==> config.mk <==
export PLATFORM = sky130hd
export DESIGN_NAME = csv_record_field_tokenizer
export DESIGN_NICKNAME = d
export VERILOG_FILES = /design/src/rtl/core/crft_pkg.sv /design/src/rtl/core/csv_record_field_tokenizer.sv
export VERILOG_INCLUDE_DIRS = /design/src /design/src/rtl/core
export SDC_FILE = /design/constraint.sdc
export NUM_CORES = 1
export LEC_CHECK = 0
export BUFFER_PORTS_ARGS = -buffer_cell sky130_fd_sc_hd__buf_2
export CELL_PAD_IN_SITES_DETAIL_PLACEMENT = 0
export CELL_PAD_IN_SITES_GLOBAL_PLACEMENT = 1
export CORE_UTILIZATION = 35
export DETAILED_ROUTE_END_ITERATION = 6
export GPL_ROUTABILITY_DRIVEN = 0
export PLACE_DENSITY_LB_ADDON = 0.12
export SYNTH_ARGS = -nofsm -noshare
export SYNTH_HDL_FRONTEND = slang
export SYNTH_SLANG_ARGS = --single-unit
export TNS_END_PERCENT = 30
==> constraint.sdc <==
create_clock -name clk -period 3.1 [get_ports clk]
set_clock_uncertainty 0.2 [all_clocks]
set_input_delay 0.31 -clock clk [delete_from_list [all_inputs] [get_ports clk]]
set_output_delay 0.31 -clock clk [all_outputs]
set_load 0.005 [all_outputs]
==> src/rtl/core/csv_record_field_tokenizer_assert.svh <==
// Assertion macros for the CSV tokenizer core.
// Included by modules that check their own state; they rely on clk and rst_n in scope.
`ifndef CSV_RECORD_FIELD_TOKENIZER_ASSERT_SVH
`define CSV_RECORD_FIELD_TOKENIZER_ASSERT_SVH

// Same-cycle implication, checked only out of reset.
`define CRFT_ASSERT_NOW(label, ante, cons, msg) \
    label: assert property (@(posedge clk) disable iff (!rst_n) (ante) |-> (cons)) \
        else $error(msg);

// Next-cycle implication, checked only out of reset.
`define CRFT_ASSERT_NEXT(label, ante, cons, msg) \
    label: assert property (@(posedge clk) disable iff (!rst_n) (ante) |=> (cons)) \
        else $error(msg);

`endif

==> src/rtl/core/crft_pkg.sv <==
// Shared types, constants and helpers for the CSV record/field tokenizer.
// No dependencies; imported by csv_record_field_tokenizer.
`default_nettype none

package crft_pkg;

    localparam int LINE_BITS  = 32;
    localparam int FIELD_BITS = 8;

    localparam logic [LINE_BITS-1:0]  LINE_MAX  = {LINE_BITS{1'b1}};
    localparam logic [FIELD_BITS-1:0] FIELD_MAX = {FIELD_BITS{1'b1}};

    localparam logic [7:0] CH_CR  = 8'd13;
    localparam logic [7:0] CH_LF  = 8'd10;
    localparam logic [7:0] CH_NUL = 8'd0;

    localparam logic [7:0] DELIM_RESET = 8'd44;
    localparam logic [7:0] QUOTE_RESET = 8'd34;

    // Register map, indexed by word address
    localparam logic REG_DELIM = 1'b0;
    localparam logic REG_QUOTE = 1'b1;

    typedef enum logic [1:0] {
        KIND_BYTE       = 2'd0,
        KIND_FIELD_END  = 2'd1,
        KIND_RECORD_END = 2'd2,
        KIND_ERROR      = 2'd3
    } kind_t;

    function automatic logic [LINE_BITS-1:0] line_inc(input logic [LINE_BITS-1:0] cnt);
        return (cnt == LINE_MAX) ? cnt : cnt + LINE_BITS'(1);
    endfunction

    function automatic logic [7:0] field_sat(input logic [FIELD_BITS-1:0] cnt);
        logic [15:0] w;
        w = 16'(cnt);
        return (w > 16'd255) ? 8'hFF : w[7:0];
    endfunction

    function automatic logic [31:0] line_sat(input logic [LINE_BITS-1:0] cnt);
        logic [63:0] w;
        w = 64'(cnt);
        return (w > 64'h0000_0000_FFFF_FFFF) ? 32'hFFFF_FFFF : w[31:0];
    endfunction

endpackage

`default_nettype wire

==> src/rtl/core/csv_record_field_tokenizer.sv <==
// CSV record/field tokenizer: one text byte per word in, at most one token word out.
// Depends on crft_pkg and csv_record_field_tokenizer_assert.svh.
//
//   channel   | direction | handshake              | payload
//   ----------+-----------+------------------------+------------------------------------
//   input     | in        | in_valid / in_ready    | func, data_byte
//   output    | out       | out_valid / out_ready  | kind, out_byte, field_number,
//             |           |                        | line_count
//   config    | in        | APB psel/penable/...   | delimiter (0x0), quote (0x4)
//
// One input word per cycle while in_ready is high. Each word is parsed in the cycle it is accepted and
// its token, if any, lands in the output register at that edge.
// in_ready stays high while the output register is empty or being drained, so a
// stall downstream backs up the input after one token word. Reset (rst_n low, async)
// clears all parse state, the error latch and the output valid; the delimiter
// and quote registers return to comma and double quote.
`default_nettype none
`include "csv_record_field_tokenizer_assert.svh"

module csv_record_field_tokenizer
    import crft_pkg::*;
(
    input  wire logic        clk,
    input  wire logic        rst_n,

    input  wire logic        in_valid,
    output logic             in_ready,
    input  wire logic        func,
    input  wire logic [7:0]  data_byte,

    output logic             out_valid,
    input  wire logic        out_ready,
    output logic [1:0]       kind,
    output logic [7:0]       out_byte,
    output logic [7:0]       field_number,
    output logic [31:0]      line_count,

    input  wire logic        psel,
    input  wire logic        penable,
    input  wire logic        pwrite,
    input  wire logic [2:0]  paddr,
    input  wire logic [31:0] pwdata,
    output logic [31:0]      prdata,
    output logic             pready
);

    // ------------------------------------------------------------------
    // Configuration registers
    // ------------------------------------------------------------------
    logic [7:0] delim_reg;
    logic [7:0] quote_reg;
    logic       cfg_wr;

    assign pready = 1'b1;
    assign cfg_wr = psel && penable && pwrite;

    always_ff @(posedge clk or negedge rst_n)
    begin
        if (!rst_n)
        begin
            delim_reg <= DELIM_RESET;
            quote_reg <= QUOTE_RESET;
        end
        else if (cfg_wr)
        begin
            case (paddr[2])
                REG_DELIM: delim_reg <= pwdata[7:0];
                REG_QUOTE: quote_reg <= pwdata[7:0];
                default:   delim_reg <= delim_reg;
            endcase
        end
    end

    always_comb
    begin
        case (paddr[2])
            REG_DELIM: prdata = {24'd0, delim_reg};
            REG_QUOTE: prdata = {24'd0, quote_reg};
            default:   prdata = 32'd0;
        endcase
    end

    // ------------------------------------------------------------------
    // Parse state
    // ------------------------------------------------------------------
    logic                  inq_reg,      inq_next;
    logic                  qpend_reg,    qpend_next;
    logic                  after_cr_reg, after_cr_next;
    logic                  nonempty_reg, nonempty_next;
    logic [LINE_BITS-1:0]  line_reg,     line_next;
    logic [FIELD_BITS-1:0] field_reg,    field_next;
    logic                  err_reg,      err_next;

    // Output register
    logic        out_valid_reg, out_valid_next;
    kind_t       kind_reg,      kind_next;
    logic [7:0]  byte_reg,      byte_next;
    logic [7:0]  fnum_reg,      fnum_next;
    logic [31:0] lcnt_reg,      lcnt_next;

    logic in_acc;
    logic emit;
    logic go_unq;
    kind_t emit_kind;
    logic [7:0] emit_byte;

    assign in_ready = !out_valid_reg || out_ready;
    assign in_acc   = in_valid && in_ready;

    always_comb
    begin
        inq_next      = inq_reg;
        qpend_next    = qpend_reg;
        after_cr_next = after_cr_reg;
        nonempty_next = nonempty_reg;
        line_next     = line_reg;
        field_next    = field_reg;
        err_next      = err_reg;
        emit          = 1'b0;
        go_unq        = 1'b0;
        emit_kind     = KIND_BYTE;
        emit_byte     = 8'd0;

        if (in_acc)
        begin
            if (err_reg)
            begin
                // sticky error: report and change nothing
                emit      = 1'b1;
                emit_kind = KIND_ERROR;
            end
            else if (func)
            begin
                // end of text: flush a pending record, then restart at line 1
                if (nonempty_reg)
                begin
                    emit      = 1'b1;
                    emit_kind = KIND_RECORD_END;
                end
                inq_next      = 1'b0;
                qpend_next    = 1'b0;
                after_cr_next = 1'b0;
                nonempty_next = 1'b0;
                line_next     = '0;
                field_next    = '0;
            end
            else if (data_byte == CH_NUL)
            begin
                err_next  = 1'b1;
                emit      = 1'b1;
                emit_kind = KIND_ERROR;
            end
            else
            begin
                after_cr_next = 1'b0;
                if (qpend_reg)
                begin
                    // doubled quote is a literal; anything else closes the quoting
                    qpend_next = 1'b0;
                    if (data_byte == quote_reg)
                    begin
                        emit      = 1'b1;
                        emit_kind = KIND_BYTE;
                        emit_byte = data_byte;
                    end
                    else
                    begin
                        inq_next = 1'b0;
                        go_unq   = 1'b1;
                    end
                end
                else if (inq_reg)
                begin
                    nonempty_next = 1'b1;
                    if (data_byte == quote_reg)
                    begin
                        qpend_next = 1'b1;
                    end
                    else
                    begin
                        emit      = 1'b1;
                        emit_kind = KIND_BYTE;
                        emit_byte = data_byte;
                    end
                end
                else if (after_cr_reg && data_byte == CH_LF && data_byte != quote_reg)
                begin
                    // swallow the LF of a CRLF pair
                    go_unq = 1'b0;
                end
                else
                begin
                    go_unq = 1'b1;
                end

                if (go_unq)
                begin
                    if (data_byte == quote_reg)
                    begin
                        inq_next      = 1'b1;
                        nonempty_next = 1'b1;
                    end
                    else if (data_byte == CH_CR || data_byte == CH_LF)
                    begin
                        if (nonempty_reg)
                        begin
                            emit      = 1'b1;
                            emit_kind = KIND_RECORD_END;
                        end
                        line_next     = line_inc(line_reg);
                        field_next    = '0;
                        nonempty_next = 1'b0;
                        after_cr_next = (data_byte == CH_CR);
                    end
                    else if (data_byte == delim_reg)
                    begin
                        nonempty_next = 1'b1;
                        emit          = 1'b1;
                        emit_kind     = KIND_FIELD_END;
                        if (field_reg != FIELD_MAX)
                        begin
                            field_next = field_reg + FIELD_BITS'(1);
                        end
                    end
                    else
                    begin
                        nonempty_next = 1'b1;
                        emit          = 1'b1;
                        emit_kind     = KIND_BYTE;
                        emit_byte     = data_byte;
                    end
                end
            end
        end
    end

    // Load the output register whenever it is free; hold it while stalled.
    always_comb
    begin
        out_valid_next = out_valid_reg;
        kind_next      = kind_reg;
        byte_next      = byte_reg;
        fnum_next      = fnum_reg;
        lcnt_next      = lcnt_reg;
        if (in_ready)
        begin
            out_valid_next = in_acc && emit;
            kind_next      = emit_kind;
            byte_next      = emit_byte;
            fnum_next      = field_sat(field_reg);
            lcnt_next      = line_sat(line_inc(line_reg));
        end
    end

    always_ff @(posedge clk or negedge rst_n)
    begin
        if (!rst_n)
        begin
            inq_reg       <= 1'b0;
            qpend_reg     <= 1'b0;
            after_cr_reg  <= 1'b0;
            nonempty_reg  <= 1'b0;
            line_reg      <= '0;
            field_reg     <= '0;
            err_reg       <= 1'b0;
            out_valid_reg <= 1'b0;
        end
        else
        begin
            inq_reg       <= inq_next;
            qpend_reg     <= qpend_next;
            after_cr_reg  <= after_cr_next;
            nonempty_reg  <= nonempty_next;
            line_reg      <= line_next;
            field_reg     <= field_next;
            err_reg       <= err_next;
            out_valid_reg <= out_valid_next;
        end
    end

    always_ff @(posedge clk)
    begin
        kind_reg <= kind_next;
        byte_reg <= byte_next;
        fnum_reg <= fnum_next;
        lcnt_reg <= lcnt_next;
    end

    assign out_valid    = out_valid_reg;
    assign kind         = kind_reg;
    assign out_byte     = byte_reg;
    assign field_number = fnum_reg;
    assign line_count   = lcnt_reg;

    // ------------------------------------------------------------------
    // Assertions
    // ------------------------------------------------------------------
    `CRFT_ASSERT_NEXT(a_err_sticky, err_reg, err_reg, "error latch cleared without reset")
    `CRFT_ASSERT_NOW(a_qpend_in_quote, qpend_reg, inq_reg, "pending quote outside quoted text")
    `CRFT_ASSERT_NOW(a_cr_clean, after_cr_reg, !inq_reg && !nonempty_reg,
        "CR state with open quote or non-empty line")
    `CRFT_ASSERT_NOW(a_field_line, field_reg != '0, nonempty_reg,
        "field index advanced on an empty line")
    `CRFT_ASSERT_NEXT(a_err_report, in_acc && err_reg, out_valid && kind == KIND_ERROR,
        "word after error not reported as error")

endmodule

`default_nettype wire

Word level (Yosys, flattened, before mapping):

Index checks and enable logic that the tools add are counted.
Widths: inputs -> output; s select.

* register bits: 112
* latch bits: 0
* RAM bits: 0
* bits in read-only memories: 0
* output and inout port bits: 85
* memories kept: 0

* add/sub/neg operators: 2
* multipliers: 0
* div/mod/pow operators: 0
* order comparisons: 0
* equality and inequality tests: 10
* shifts and indexed selects: 0
* mux-type cells: 75
* bitwise operators: 3
* reductions and logical operators: 22

Operators with widths (number)
* $mux 32: 6
* $mux 8: 15
* $pmux 32 s2: 1
* $mux 1: 46
* $add 32x1->32 const B: 1
* $eq 32x32->1 const B: 1
* $eq 8x4->1 const B: 2
* $eq 8x8->1: 2
* $mux 2: 7
* $reduce_bool 3->1: 3
* $add 8x1->8 const B: 1
* $logic_not 8->1: 1
* $ne 8x8->1: 1
* $ne 8x8->1 const B: 1
* $reduce_and 7->1: 1
* $logic_and 1x1->1: 6
* $reduce_and 6->1: 1
* $reduce_and 5->1: 1
* $ne 2x2->1 const B: 2
* $reduce_and 2->1: 2
* $reduce_bool 2->1: 2
* $reduce_or 4->1: 1
* $ne 3x2->1 const B: 1
* $not 1->1: 3
* other kinds (3): 4

Logic depth before layout (Yosys ltp):

Gate-level depths: netlist of run 1.

* depth after elaboration: 16
* mapped depth: 9
* depth with buffers taken out: 7

Worst setup path after synthesis of run 1:

No wires, ideal clock.

* path type: input -> register
* start: input port out_ready
* end: register field_reg[3]
* setup time: 0.080 ns
* arrival time: 3.060 ns
* required time: 2.820 ns
* setup slack: -0.240 ns
* stages on the path: 6
* cells stage by stage: nand2b_1 -> nand3b_1 -> a31oi_1 -> a31oi_1 -> or4_1 -> a21oi_1

* cells in the longest elaborated chain, start to end: 3

Ends and longest elaborated chain
* from (decl): line csv_record_field_tokenizer.sv:32 `input wire logic out_ready,`
* $logic_or 1x1->1: line csv_record_field_tokenizer.sv:107 `assign in_ready = !out_valid_reg || out_ready;`
* $logic_and 1x1->1: line csv_record_field_tokenizer.sv:108 `assign in_acc = in_valid && in_ready;`
* $reduce_and 7->1 (no source line)
* to (signal assigned): line csv_record_field_tokenizer.sv:275 `field_reg <= field_next;`
* to (decl): line csv_record_field_tokenizer.sv:91 `logic [FIELD_BITS-1:0] field_reg, field_next;`

No other way between the ends.
A chain may end at the register's enable or synchronous reset.

Final worst setup path of run 1:

* start: register line_reg[2]
* end: register lcnt_reg[24] (netlist: line_count[24]), data pin

* cells in the longest elaborated chain, start to end: 2
* elaborated cells on any way between the ends: 3
* those cells by class: 1 x add/sub; 1 x eq/ne; 1 x mux

Ends and longest elaborated chain
* from (decl): line csv_record_field_tokenizer.sv:90 `logic [LINE_BITS-1:0] line_reg, line_next;`
* from (signal assigned): line csv_record_field_tokenizer.sv:274 `line_reg <= line_next;`
* $add 32x1->32 / $eq 32x32->1 (equally long branches): line crft_pkg.sv:32 `return (cnt == LINE_MAX) ? cnt : cnt + LINE_BITS'(1);`
* $mux 32 (*): line crft_pkg.sv:32
* to (signal assigned): line csv_record_field_tokenizer.sv:286 `lcnt_reg <= lcnt_next;`
* to (decl): line csv_record_field_tokenizer.sv:99 `logic [31:0] lcnt_reg, lcnt_next;`

Every way passes the cells marked *; elsewhere a longest branch is shown, timed or not.

==> impl_metrics.tcl, run 1 <==
set metrics [dict create \
    portBuffers 84 \
    wl_um 15500 \
    final_cells 903 \
    crit_path_end_kind "register" \
    critPathMaxStageDelay_ps 690 \
    sw_frac_of_total_pct 29.3 \
    rsz0062_at_grt "no" \
    ys_seq_area_share_pct 50.0 \
    p_leak_nw 2.98 \
    fmax_mhz 360 \
    slew_violations 0 \
    vias 4840 \
    worstMarginPinSlew_ps 1000 \
    path_class "reg2reg" \
    wl_per_cell_um 17.2 \
    finalCritPeriodShare_pct 89.6 \
    drc 0 \
    drtIter0Drc 348 \
    start_util_pct 36.4 \
    p_per_area_nw_per_um2 527 \
    dp_cells 879 \
    cts_tree "done" \
    sequentialPowerShare_pct 51.7 \
    design_area_um2 7080 \
    clock-sinks 112 \
    synthTopCellsByCount "dfrtp_1 (57), edfxtp_1 (50), nand3_1 (42)" \
    pwr-share-clk_pct 29.1 \
    cts_setup_buffers 0 \
    placementRows 47 \
    grt_first_pass_wirelength_um 25100 \
    grt_start_max_net_pins 42 \
    ir_drop_v 0.000294 \
    drv_cap 0 \
    setup_tns_ps 0 \
    drt_first_pass_iters 5 \
    r2r_slack_ps 320 \
    layout.nets 731 \
    intPower_mw 2.64 \
    htree_levels 3 \
    final.min_clock_period_ps 2780 \
    p_comb_share_pct 19.2 \
    crit_buf_inv 0 \
    synth_cells 588 \
    die_x_um 134 \
    slew-limit-headroom_pct 33.1 \
    setup_viol 0 \
    cts.path.max_buffers 2 \
    hpwl_um 10500 \
    grt_pass1_vias 4615 \
    ioPinCount 136 \
    yosysTopAreaCell "edfxtp_1" \
    drive_gt1_share_pct 24.5 \
    dieArea_um2 18000 \
    antenna_left 0 \
    critPathLaunchType "register" \
    finalHoldViolCount 0 \
    cts_buffers 9 \
    synth.avg_cell_area_um2 10.4 \
    antenna_cells 0 \
    grt_overflow 0 \
    path_clk_slew_ps 70 \
    synth_most_common_cell "dfrtp_1" \
    cp_top_family "simple AND/OR/NAND/NOR gates" \
    synth_area_leaders "edfxtp_1 (25%), dfrtp_1 (23%), mux2_2 (4.8%), nand3_1 (3.4%), xor2_1 (3.3%)" \
    hp-class "in2reg" \
    netlist_area_um2 6120 \
    core_um2 16800 \
    p_sw_mw 1.09 \
    clk_latency_ps 350 \
    crit_chain "nand4_2, or4_4, nor3_1, nor2b_1, or2_2" \
    synth_flop_cell "dfrtp_1" \
    area_growth_pct 15.6 \
    grt_usage_pct 18.0 \
    slowest_stage "or4_4" \
    synth_top_cell_area_share_pct 24.5 \
    yosys_warnings 0 \
    grt_antenna_before_repair 0 \
    synthArstFlopShare_pct 55.4 \
    synth_seq_cells 112 \
    cp_max_fo 12 \
    dpl-instance-area_um2 6740 \
    synthDistinctLibCells 64 \
    ctsResizeCount 0 \
    critPathArrivalTime_ps 2680 \
    die_h_um 134 \
    cp_data_required_time_ps 3000 \
    viasPerCell 5.36 \
    synth-edff-count 50 \
    outcome "finished clean" \
    cts_root_buf "clkbuf_16" \
]
## final timing paths
path / endpoint / cells after the start / start
worst min-delay path: quote_reg[3] / 2 / pwdata[3]
worst max-delay path: line_count[24] / 5 / line_reg[2]
max in group asynchronous: line_reg[9] / 3 / rst_n
min in group asynchronous: quote_reg[6] / 2 / rst_n
worst max register to register: line_count[24] / 5 / line_reg[2]
worst min register to register: after_cr_reg / 2 / after_cr_reg
## power by group through the flow
| stage | registers (mW) | logic [mW] | clock network (mW) |
|---|---|---|---|
| floorplan | 1.93 | 0.451 | 0 |
| finish | 1.93 | 0.717 | 1.08 |
| global placement | 1.95 | 0.705 | 0 |
| CTS | 1.93 | 0.723 | 1.12 |
| detailed placement | 1.96 | 0.711 | 0 |
| global route | 1.96 | 0.795 | 1.17 |
## through the flow
step / total power, mW / setup WS (ps) / utilization (%) / hold WS, ps
floorplan: 2.38 / 422 / - / -186
global placement: 2.65 / 379 / 40.0 / 289
detailed placement: 2.67 / 340 / 40.0 / 298
CTS: 3.77 / 352 / 42.1 / 2.07
global route: 3.93 / 206 / 42.1 / 5.96
finish: 3.73 / 322 / 42.1 / 14.5
## repair_timing
| action | in CTS | in global routing |
|---|---|---|
| hold buffers | 8 | 0 |
| endpoints found under the setup margin | 0 | 0 |
| hold endpoints to repair | 46 | 0 |
## metal layers
| metal | vias to the layer above | global-route usage [%] | routed length (um) |
|---|---|---|---|
| li1 | 2331 | - | - |
| met1 | 2368 | 25.8 | 7870 |
| met2 | 129 | 28.2 | 6950 |
| met3 | 12 | 2.31 | 549 |
| met4 | 0 | 5.93 | 185 |
| met5 | - | 0 | 0 |
## area by class of cell
cell class / count / area [um2]
Sequential cell: 112 / 3060
Timing Repair Buffer: 111 / 643
Tap cell: 220 / 275
Fill cell: 1672 / 9740
Clock inverter: 6 / 35.0
Inverter: 7 / 26.3
Clock buffer: 10 / 229
Multi-Input combinational cell: 437 / 2810
## logic make-up after synthesis
group | Yosys count | share of synthesized area [%]
AND/OR/NAND/NOR | 231 | 21.0
flip-flops | 112 | 50.0
AO/OA/AOI/OAI | 107 | 11.5
buffers and inverters | 62 | 5.58
XOR/XNOR | 44 | 6.29
multiplexers | 28 | 5.11
adder cells (fa/ha/maj) | 2 | 0.409
other | 2 | 0.123
## layout by cell type (no fill, tap or decap), types with 8 or more instances in the layout
cell type	instances
dlygate4sd3_1	8
buf_2	84
nor2_1	37
or3_1	9
clkbuf_16	9
a31oi_1	9
nand4_1	25
mux2_2	26
buf_4	19
o211ai_1	13
a21oi_1	13
o21ai_0	38
dfrtp_1	57
edfxtp_1	50
nor3_1	15
xor2_1	23
nand2_1	38
nand3_1	42
and3_1	9
xnor2_1	21
and2_1	12
conb_1	25
No activity file was read; power rests on OpenSTA's default activity.
==> run 2: changes to the inputs <==
- CORE_UTILIZATION: 35 -> 38
- SLEW_MARGIN: not set -> 20
==> impl_metrics.tcl, run 2 (synthesis results as in run 1) <==
set metrics [dict create \
    drive_gt1_share_pct 24.6 \
    critPathLaunchType "register" \
    p_per_area_nw_per_um2 526 \
    final_cell_mix "buf_2 (84), dfrtp_1 (57), edfxtp_1 (50), nand3_1 (42)" \
    pwr-share-clk_pct 28.6 \
    start_util_pct 38.7 \
    sw_frac_of_total_pct 29.1 \
    layout_setup_ws_ps 283 \
    antenna_cells 0 \
    multi_input_area_um2 2820 \
    ir_drop_v 0.000269 \
    critPathArrivalTime_ps 2910 \
    grt_first_pass_wirelength_um 25300 \
    grt_antenna_before_repair 0 \
    viasPerCell 5.40 \
    hold_start "pwdata[2]" \
    dp_cells 877 \
    drtIter0Drc 331 \
    dp_worst_setup_slack_ps 275 \
    hp-class "in2reg" \
    portBuffers 84 \
    area_growth_pct 15.8 \
    drc 0 \
    die_x_um 129 \
    die_h_um 129 \
    cts_root_buf "clkbuf_16" \
    outcome "finished clean" \
    slew_violations 0 \
    p_leak_nw 2.98 \
    clk_latency_ps 360 \
    crit_path_end_kind "register" \
    cts_buffers 9 \
    dieArea_um2 16600 \
    placementRows 46 \
    setup_tns_ps 0 \
    fill_cells 1564 \
    reg2reg_from "line_reg[0]" \
    worstMarginPinSlew_ps 720 \
    grt_start_max_net_pins 45 \
    slew-limit-headroom_pct 51.7 \
    cts_setup_buffers 0 \
    seq_area_um2 3060 \
    final_common_cell "buf_2" \
    core_um2 15800 \
    p_sw_mw 1.08 \
    design_area_um2 7090 \
    grt_pass1_vias 4702 \
    fmax_mhz 355 \
    finalCritPeriodShare_pct 90.9 \
    cp_max_fo 12 \
    wl_um 15600 \
    wl_per_cell_um 17.3 \
    rsz0062_at_grt "no" \
    vias 4859 \
    intPower_mw 2.65 \
    cts_tree "done" \
    layout.nets 732 \
    final_cells 900 \
    setup_viol 0 \
    final.min_clock_period_ps 2820 \
    path_clk_slew_ps 70 \
    htree_levels 3 \
    critPathMaxStageDelay_ps 640 \
    sequentialPowerShare_pct 51.5 \
    dpl-instance-area_um2 6760 \
    finalHoldViolCount 0 \
    cp_data_required_time_ps 3190 \
    worstHoldPathCells 2 \
    critPathLaunch "line_reg[0]" \
    p_comb_share_pct 19.9 \
    antenna_left 0 \
    reg2reg_depth 7 \
    clock-sinks 112 \
    slowest_stage "or4_4" \
    drv_cap 0 \
    hpwl_um 10600 \
    grt_usage_pct 20.0 \
    grt_overflow 0 \
    crit_chain "ha_1, nand2_1, or4_4, nor3_1, nor4_1, or3b_2, nand3_1" \
    ioPinCount 136 \
    cts.path.max_buffers 2 \
    path_class "reg2reg" \
    drt_first_pass_iters 4 \
]
run 2: through the flow:
step	total power [mW]	hold WS (ps)	utilization [%]
global placement	2.67	151	42.7
global route	3.94	5.44	44.8
detailed placement	2.69	155	42.7
CTS	3.77	2.49	44.8
floorplan	2.38	-186	-
finish	3.73	11.4	44.8
run 2: final timing paths:
kind	slack (ps)	endpoint
min	10	delim_reg[2]
max reg2reg	280	line_reg[29]
min in group asynchronous	320	delim_reg[4]
min reg2reg	330	err_reg
max in group asynchronous	1590	line_reg[4]
max	280	line_reg[29]
run 2: timing repair:
action,CTS,global route
resized for setup,0,1
endpoints found under the hold margin,30,0
endpoints found under the setup margin,0,1
hold buffers,7,0
run 2: critical path, delay by kind of cell (launching register included):
kind	cells	cell delay, ps
DFF	1	440
adders and majority gates	1	230
and+or+nand+nor	6	1880
run 2: per-layer routing:
metal / vias to the layer above / wire [um] / GRT usage, %
met5: - / 0 / 0
met4: 0 / 242 / 7.13
met3: 17 / 834 / 3.08
met1: 2375 / 7280 / 27.5
met2: 140 / 7220 / 32.0
li1: 2327 / - / -
run 2: power groups by stage:
stage                     combinational [mW]  sequential (mW)  clock, mW
after floorplan                        0.451             1.93          0
final                                  0.742             1.92       1.07
after global placement                 0.728             1.94          0
after global routing                   0.826             1.95       1.16
after CTS                              0.747             1.92       1.11
after detailed placement               0.736             1.95          0
run 2: area by class of cell:
class | count | share of cell area (%)
sequential | 112 | 43.1
multi-input combinational | 437 | 39.7
timing repair buffer | 112 | 9.32
tap | 216 | 3.81
clock buffer | 11 | 3.28
inverter | 7 | 0.371
clock inverter | 5 | 0.335
==> run 3: changes to the inputs <==
- CORE_ASPECT_RATIO: not set -> 1.75
- CORE_MARGIN: not set -> 10
==> impl_metrics.tcl, run 3 (synthesis results as in run 1) <==
set metrics [dict create \
    cts_root_buf "clkbuf_16" \
    setup_tns_ps 0 \
    hp-class "in2reg" \
    seq_area_um2 3060 \
    slew_violations 0 \
    area_growth_pct 15.0 \
    reg2reg_from "line_reg[2]" \
    dieArea_um2 21800 \
    final_cell_mix "buf_2 (84), dfrtp_1 (57), edfxtp_1 (50), nand3_1 (42)" \
    ctsResizeCount 0 \
    core_um2 15900 \
    r2r_slack_ps 240 \
    path_clk_slew_ps 80 \
    multi_input_area_um2 2810 \
    fill_cells 1561 \
    p_per_area_nw_per_um2 538 \
    reg2reg_depth 6 \
    crit_end "line_reg[29]" \
    grt_antenna_before_repair 0 \
    crit_path_end_kind "register" \
    drive_gt1_share_pct 24.9 \
    fin_util_pct 44.4 \
    final.min_clock_period_ps 2860 \
    antenna_cells 0 \
    wl_um 16800 \
    hpwl_um 12400 \
    fmax_mhz 350 \
    rsz0062_at_grt "no" \
    grt_start_max_net_pins 46 \
    vias 4831 \
    clk_latency_ps 350 \
    grt_overflow 0 \
    critPathLaunch "line_reg[2]" \
    dp_cells 849 \
    critPathLaunchType "register" \
    placementRows 61 \
    cp_data_required_time_ps 3190 \
    setup_viol 0 \
    grt_first_pass_wirelength_um 27000 \
    final_common_cell "buf_2" \
    die_x_um 116 \
    grt_pass1_vias 5077 \
    cp_max_fo 12 \
    cts.path.max_buffers 2 \
    finalCritPeriodShare_pct 92.1 \
    drt_first_pass_iters 4 \
    outcome "finished clean" \
    die_h_um 188 \
    antenna_left 0 \
    r2r-end "line_reg[29]" \
    dpl-instance-area_um2 6730 \
    wl_per_cell_um 19.4 \
    cts_buffers 9 \
    grt_usage_pct 15.7 \
    ir_drop_v 0.000272 \
    clock-sinks 112 \
    finalHoldViolCount 0 \
    design_area_um2 7040 \
    cts_tree "done" \
    path_class "reg2reg" \
    viasPerCell 5.57 \
    htree_levels 3 \
    slew-limit-headroom_pct 38.6 \
    layout.nets 727 \
    drv_cap 0 \
    critPathArrivalTime_ps 2940 \
    worstMarginPinSlew_ps 915 \
    start_util_pct 38.6 \
    ioPinCount 136 \
    final_cells 868 \
    ctsHoldBuffers 3 \
    portBuffers 84 \
    cts_setup_buffers 0 \
    p_leak_nw 2.98 \
    drc 0 \
    drtIter0Drc 217 \
]
[run 3: cell types whose count changed in the layout (fill, tap and decap cells not counted)]
| cell | previous run | this run |
|---|---|---|
| a311oi_1 | 1 | 2 |
| a311oi_2 | 1 | 0 |
| buf_12 | 1 | 2 |
| buf_4 | 20 | 18 |
| clkbuf_1 | 2 | 1 |
| clkbuf_8 | 0 | 1 |
| clkinv_1 | 4 | 2 |
| clkinv_2 | 1 | 0 |
| clkinv_4 | 0 | 3 |
| clkinvlp_4 | 1 | 0 |
| dlygate4sd3_1 | 7 | 3 |
| inv_8 | 0 | 1 |
[run 3: worst min path at each step]
| stage | cells past startpoint | endpoint | start |
|---|---|---|---|
| 2_1_floorplan | 0 | after_cr_reg | rst_n |
| 3_3_place_gp | 1 | line_reg[10] | rst_n |
| 3_5_place_dp | 1 | line_reg[7] | rst_n |
| 4_1_cts | 2 | delim_reg[1] | pwdata[1] |
| 5_1_grt | 2 | quote_reg[1] | pwdata[1] |
| 6_report | 2 | quote_reg[7] | pwdata[7] |
[run 3: area by class of cell]
type	instances	area share, %
clock buffer	11	3.45
inverter	7	0.373
timing repair buffer	107	8.88
clock inverter	5	0.586
sequential	112	43.4
tap	189	3.36
multi-input combinational	437	39.9
[run 3: power by group]
group,switching (mW),total (mW),internal [mW]
registers,0.154,1.93,1.78
logic,0.415,0.737,0.321
clock network,0.543,1.12,0.576
total,1.11,3.79,2.68
[run 3: worst max-delay path, stage by stage, from the launching register on]
cell	delay [ps]
dfrtp_1	530
nand4_2	210
or4_4	690
nor3_1	430
nor4_1	190
or3b_2	460
nand3_1	70
[run 3: through the flow]
stage,hold slack (ps),setup WS [ps],power (mW)
after floorplan,-186,422,2.38
after global placement,112,319,2.70
after detailed placement,114,279,2.71
after CTS,5.33,270,3.85
after global routing,10.0,81.2,4.01
final,12.5,245,3.79
[run 3: per-layer routing]
metal	wire (um)	track usage [%]	part of all wire (%)
met2	9580	30.3	57
met5	0	0	0
met4	273	5.13	1.6
met1	6260	16.0	37
met3	693	2.75	4.1
